===== src/design/scse_pkg.sv =====
`timescale 1ns / 1ps
// ----------------------------------------------------------------------------
// scse_pkg
// Shared constants of the sky coefficient spline evaluator.
// ----------------------------------------------------------------------------
package scse_pkg;
  localparam logic [29:0] TWO_OVER_PI_Q30 = 30'd683565276;
  localparam logic [20:0] ONE_Q20 = 21'd1048576;
  localparam logic [0:0] OP_LOAD = 1'b0;
  localparam logic [0:0] OP_EVAL = 1'b1;
  localparam logic [0:0] REG_TURBIDITY = 1'b0;
  localparam logic [0:0] REG_ALBEDO = 1'b1;

  function automatic logic [3:0] binom5(input logic [2:0] k);
    case (k)
      3'd0, 3'd5: binom5 = 4'd1;
      3'd1, 3'd4: binom5 = 4'd5;
      default:    binom5 = 4'd10;
    endcase
  endfunction
endpackage


===== src/design/scse_cbrt.sv =====
`timescale 1ns / 1ps
// ----------------------------------------------------------------------------
// scse_cbrt
// Bit-serial cube root: each result bit is found by squaring the trial, then cubing and comparing.
// ----------------------------------------------------------------------------
module scse_cbrt (
  input  logic        clk,
  input  logic        rst,
  input  logic        start,
  input  logic [60:0] radicand,
  output logic        done,
  output logic [20:0] root
);
  import scse_pkg::*;

  logic [4:0]  bitpos;
  logic        busy;
  logic        phase;
  logic [41:0] sq;
  logic [20:0] trial;
  logic [62:0] cube;

  assign trial = root | (21'd1 << bitpos);
  assign cube  = 63'(sq) * 63'(trial);

  always_ff @(posedge clk) begin
    if (rst) begin
      busy <= 1'b0;
      done <= 1'b0;
    end else begin
      done <= 1'b0;
      if (start) begin
        busy   <= 1'b1;
        bitpos <= 5'd20;
        phase  <= 1'b0;
        root   <= '0;
      end else if (busy) begin
        if (!phase) begin
          sq    <= 42'(trial) * 42'(trial);
          phase <= 1'b1;
        end else begin
          phase <= 1'b0;
          if (cube <= 63'(radicand)) root <= trial;
          if (bitpos == 5'd0) begin
            busy <= 1'b0;
            done <= 1'b1;
          end else begin
            bitpos <= bitpos - 5'd1;
          end
        end
      end
    end
  end
endmodule


===== config.mk =====
export PLATFORM = sky130hd
export DESIGN_NAME = scse_cbrt
export DESIGN_NICKNAME = d
export VERILOG_FILES = /design/src/design/scse_pkg.sv /design/src/design/scse_cbrt.sv
export SDC_FILE = /design/constraint.sdc
export NUM_CORES = 2
export LEC_CHECK = 0
export BUFFER_PORTS_ARGS = -buffer_cell sky130_fd_sc_hd__buf_2
export CELL_PAD_IN_SITES_DETAIL_PLACEMENT = 2
export CELL_PAD_IN_SITES_GLOBAL_PLACEMENT = 2
export CORE_UTILIZATION = 43
export CTS_CLUSTER_DIAMETER = 120
export DETAILED_ROUTE_END_ITERATION = 16
export GPL_TIMING_DRIVEN = 0
export HOLD_SLACK_MARGIN = 0.12
export PLACE_DENSITY_LB_ADDON = 0.1
export RECOVER_POWER = 50
export SYNTH_ARGS = -nofsm -noshare
export SYNTH_HDL_FRONTEND = slang
export SYNTH_SLANG_ARGS = --single-unit

===== constraint.sdc =====
create_clock -name clk -period 11.5 [get_ports clk]
set_input_delay 1.725 -clock clk [delete_from_list [all_inputs] [get_ports clk]]
set_output_delay 1.725 -clock clk [all_outputs]
set_load 0.05 [all_outputs]

==> run summary <==
The reported max-cap violation count came out at 1. Headroom to the max-slew limit came out at -0.3259%. STA classifies the critical path endpoint as a flip-flop. CTS sink count: 70. After synthesis, the largest family of logic cells by area is adder cells.

At the pin with the least slew margin, the transition time is 1498 ps. The run gives 0.9228 as the placer's final routability congestion estimate. The worst path arrival time was 11590 ps; the share of cell area taken by muxes after synthesis was 0.02283%.

The source of the critical timing path was bitpos[0]. For the number of global-route vias before repair, the log shows 42100. The tools report the global-route usage over all layers as 37.26%. Worst flop-to-flop path startpoint: bitpos[0]. Detailed-route vias per instance: 5.559.

The worst register-to-register path ends at root[8]. The maximum level of the CTS H-tree was 3. The total wire length came out at 192900 µm. Setup violations remaining at the end of the flow were counted as 0. The total count of max-transition violations in the final report is 1, and the number of fillers in the final layout is 10810. The checks that failed: max-capacitance violations, max-slew violations.

In the final routed layout, each cell accounts on average for 29.59 µm. Share of final-layout standard cells stronger than drive strength 1: 11.11%. After synthesis the netlist holds a flip-flop and latch count of 70. At the worst endpoint, the required time is 11590 ps.

The clock passes through at most 2 buffers. The share of flip-flops with an asynchronous set or reset after synthesis is 0%, and the net total in the final layout is 6667. In this run the mean area of a mapped cell was 8.922 µm². Detailed placement ended at an HPWL of 149600 µm. In this run, the number of DRC markers left after iteration 0 of detailed routing was 2368. Summing every instance area after synthesis gives 43840 µm². The initial core utilization was 43.59%. For this run, design rule violations remaining after detail routing come to 0. Critical-path cell with the highest stage delay: fa_2.

Summing the areas of all fa, ha and maj instances in the mapped netlist gives 59.56% of the synthesized area. Entering global routing, the biggest net connects 34 pins. The number of endpoints with negative hold slack in the final report was 0.

The register clock-pin slew on the reported worst setup and hold paths was 70 ps. The flow ran to the end, but the final reports show violations. The slack of the worst reg-to-reg path came out at 8 ps.

Leaving out filler cells and counting taps, the final layout contains 6518. Global routing finished with a remaining overflow of 0. By area the synthesized netlist is led by fa_1 (48%), ha_1 (11%), inv_1 (11%), nand2_1 (5.8%), and2_1 (4.8%). The later pin in the worst-skew pair is clocked with a latency of 380 ps. The final worst clock skew was 12.76 ps; the complex-gate fraction of the synthesized area was 5.810%.

Termination of the worst setup path: root[8]. The run gives 4.749% as the proportion of synthesized chip area in sequential cells. The xor/xnor cell area share of the yosys netlist was 2.177%. The logs give 0.08701 GHz for the maximum operating frequency and 6373 for the post-placement cell count. The prevailing post-synth register cell was edfxtp_1. For the worst flop-to-flop path, the logic depth is 45. After floorplanning, the core was divided into 116 placement rows.

The tools report the number of distinct library cell variants in the gate-level netlist after synthesis as 75. The synthesized design contains 68 enable-type register cells. In this run the tool buffered the top-level ports with 85 buffer cells. The initial antenna violation count was 16; the overall die height was 321.3 µm. The cell family contributing the most delay on the critical path is adder cells. The logs give 103200 µm² for the die area and 9 for the total clock buffers created by CTS. Part of the cycle the worst path needs: 99.93%.

For this run, the number of Yosys warnings is 0. In this design, the stage delay of the slowest critical-path cell is 580 ps. The first TritonRoute pass finished after 5 iterations. In this run the worst path has a maximum fanout of 10. The synthesized design spends more area on one cell type than any other, namely fa_1.

The worst path in the final design needs a cycle of 11490 ps, including I/O delays and setup. For the boundary pin count, the log shows 86. Most common cell in the netlist: inv_1.

Cell seen most often among critical-path stages: fa_1. The horizontal die dimension was 321.3 µm; the layout-stage area growth over the synthesis result was 13.62%. TritonCTS built the clock tree.

In this run the clock root is driven by a clkbuf_16. The count of antenna-violating nets left after detailed routing is 0, and the share of the synthesized area in the top cell type is 48.49%. Startpoint type of the worst setup path: a flip-flop. The type of the worst setup path is reg -> reg.

The number of buffers and inverters on the critical path is 13. Synthesis produced 4914 cells. The first global-routing pass estimated 277500 µm of wire.

The core region is 100600 µm². The class of the tightest hold or removal check was reg -> reg. The via total after detailed routing came out at 36240. Counting instances in the post-synthesis netlist gives the leading cell types as inv_1 (1259), fa_1 (1062), nand2_1 (682), ha_1 (388), and2_1 (337).

The basic-gate share of the synthesized area counting and, or, nand and nor cells is 14.71%, and the critical path depth is 45.
## sequential cells by signal, indices dropped and copies added, names as in the netlist
| signal | cells |
|---|---|
| sq | 41 |
| root | 21 |
| bitpos | 5 |
| busy | 1 |
| done | 1 |
| phase | 1 |
## logic make-up after synthesis
logic type | after synthesis
buf+inv | 1509
fa+ha+maj | 1450
simple gates | 1387
compound gates | 386
xor+xnor | 109
flops | 70
other cells | 2
mux | 1
## metal layers
| metal | wire length (µm) | GRT usage (%) |
|---|---|---|
| met1 | 74090 | 46.68 |
| met2 | 92740 | 62.94 |
| met3 | 14880 | 6.322 |
| met4 | 11150 | 16.84 |
| met5 | 27 | 0 |
## worst reg2reg max path, delay by kind of cell (launching register included)
| kind | cells | cell delay (ps) |
|---|---|---|
| fa+ha+maj | 10 | 4500 |
| compound gates | 13 | 2720 |
| buf+inv | 13 | 1810 |
| simple gates | 8 | 1400 |
| flops | 1 | 490 |
| mux | 1 | 300 |
## area by class of cell
type,instances,area [µm²],area share (%)
Inverter,1262,4761,9.557
Clock buffer,9,225.2,0.4521
Sequential cell,70,2082,4.179
Antenna cell,3,7.507,0.01507
Timing Repair Buffer,236,1932,3.878
Clock inverter,7,48.80,0.09795
Tap cell,1357,1698,3.408
Multi-Input combinational cell,3350,37450,75.17
Buffer,224,1615,3.242
## worst min path at each step
stage                     startpoint    to  depth (start not counted)
after CTS                       busy  done                          2
after detailed placement        busy  done                          2
final                           busy  done                          2
after floorplan                 busy  done                          2
after global placement          busy  done                          2
after global routing            busy  done                          2
## cell usage in the layout (no fill, tap or decap), drive strengths merged, types with 9 or more instances in the layout
master,n
a211oi,13
a21o,85
a21oi,124
a31oi,15
and2,338
and3,10
buf,266
clkbuf,203
conb,17
edfxtp,68
fa,1062
ha,388
inv,1260
nand2,683
nand2b,11
nand3,31
nand4,25
nor2,200
nor2b,49
nor3,17
o21a,11
o21ai,62
o21bai,19
or3,9
xnor2,77
xor2,32
## per-stage QoR
step	cell area (µm²)	hold slack [ps]	utilization (%)	setup slack (ps)	setup TNS [ps]
CTS	48560	556.3	48.28	0.08793	0
finish	49820	559.0	49.53	7.532	0
global route	49810	603.2	49.52	-228.0	-4515
floorplan	43900	439.6	-	1124	0
global placement	46020	473.0	45.76	-4941	-103690
detailed placement	46090	536.9	45.82	-4010	-83710
## repair_timing
action	CTS	global route
setup buffers	72	78
gates resized for setup	384	191
endpoints found under the setup margin	21	21
gates cloned	1	2
endpoints found under the hold margin	0	0
pin swaps	55	143
hold buffers	0	0
Power is left out: the tool's default activity adds up to more than one toggle a clock period on the data nets, which glitch-free logic cannot reach.
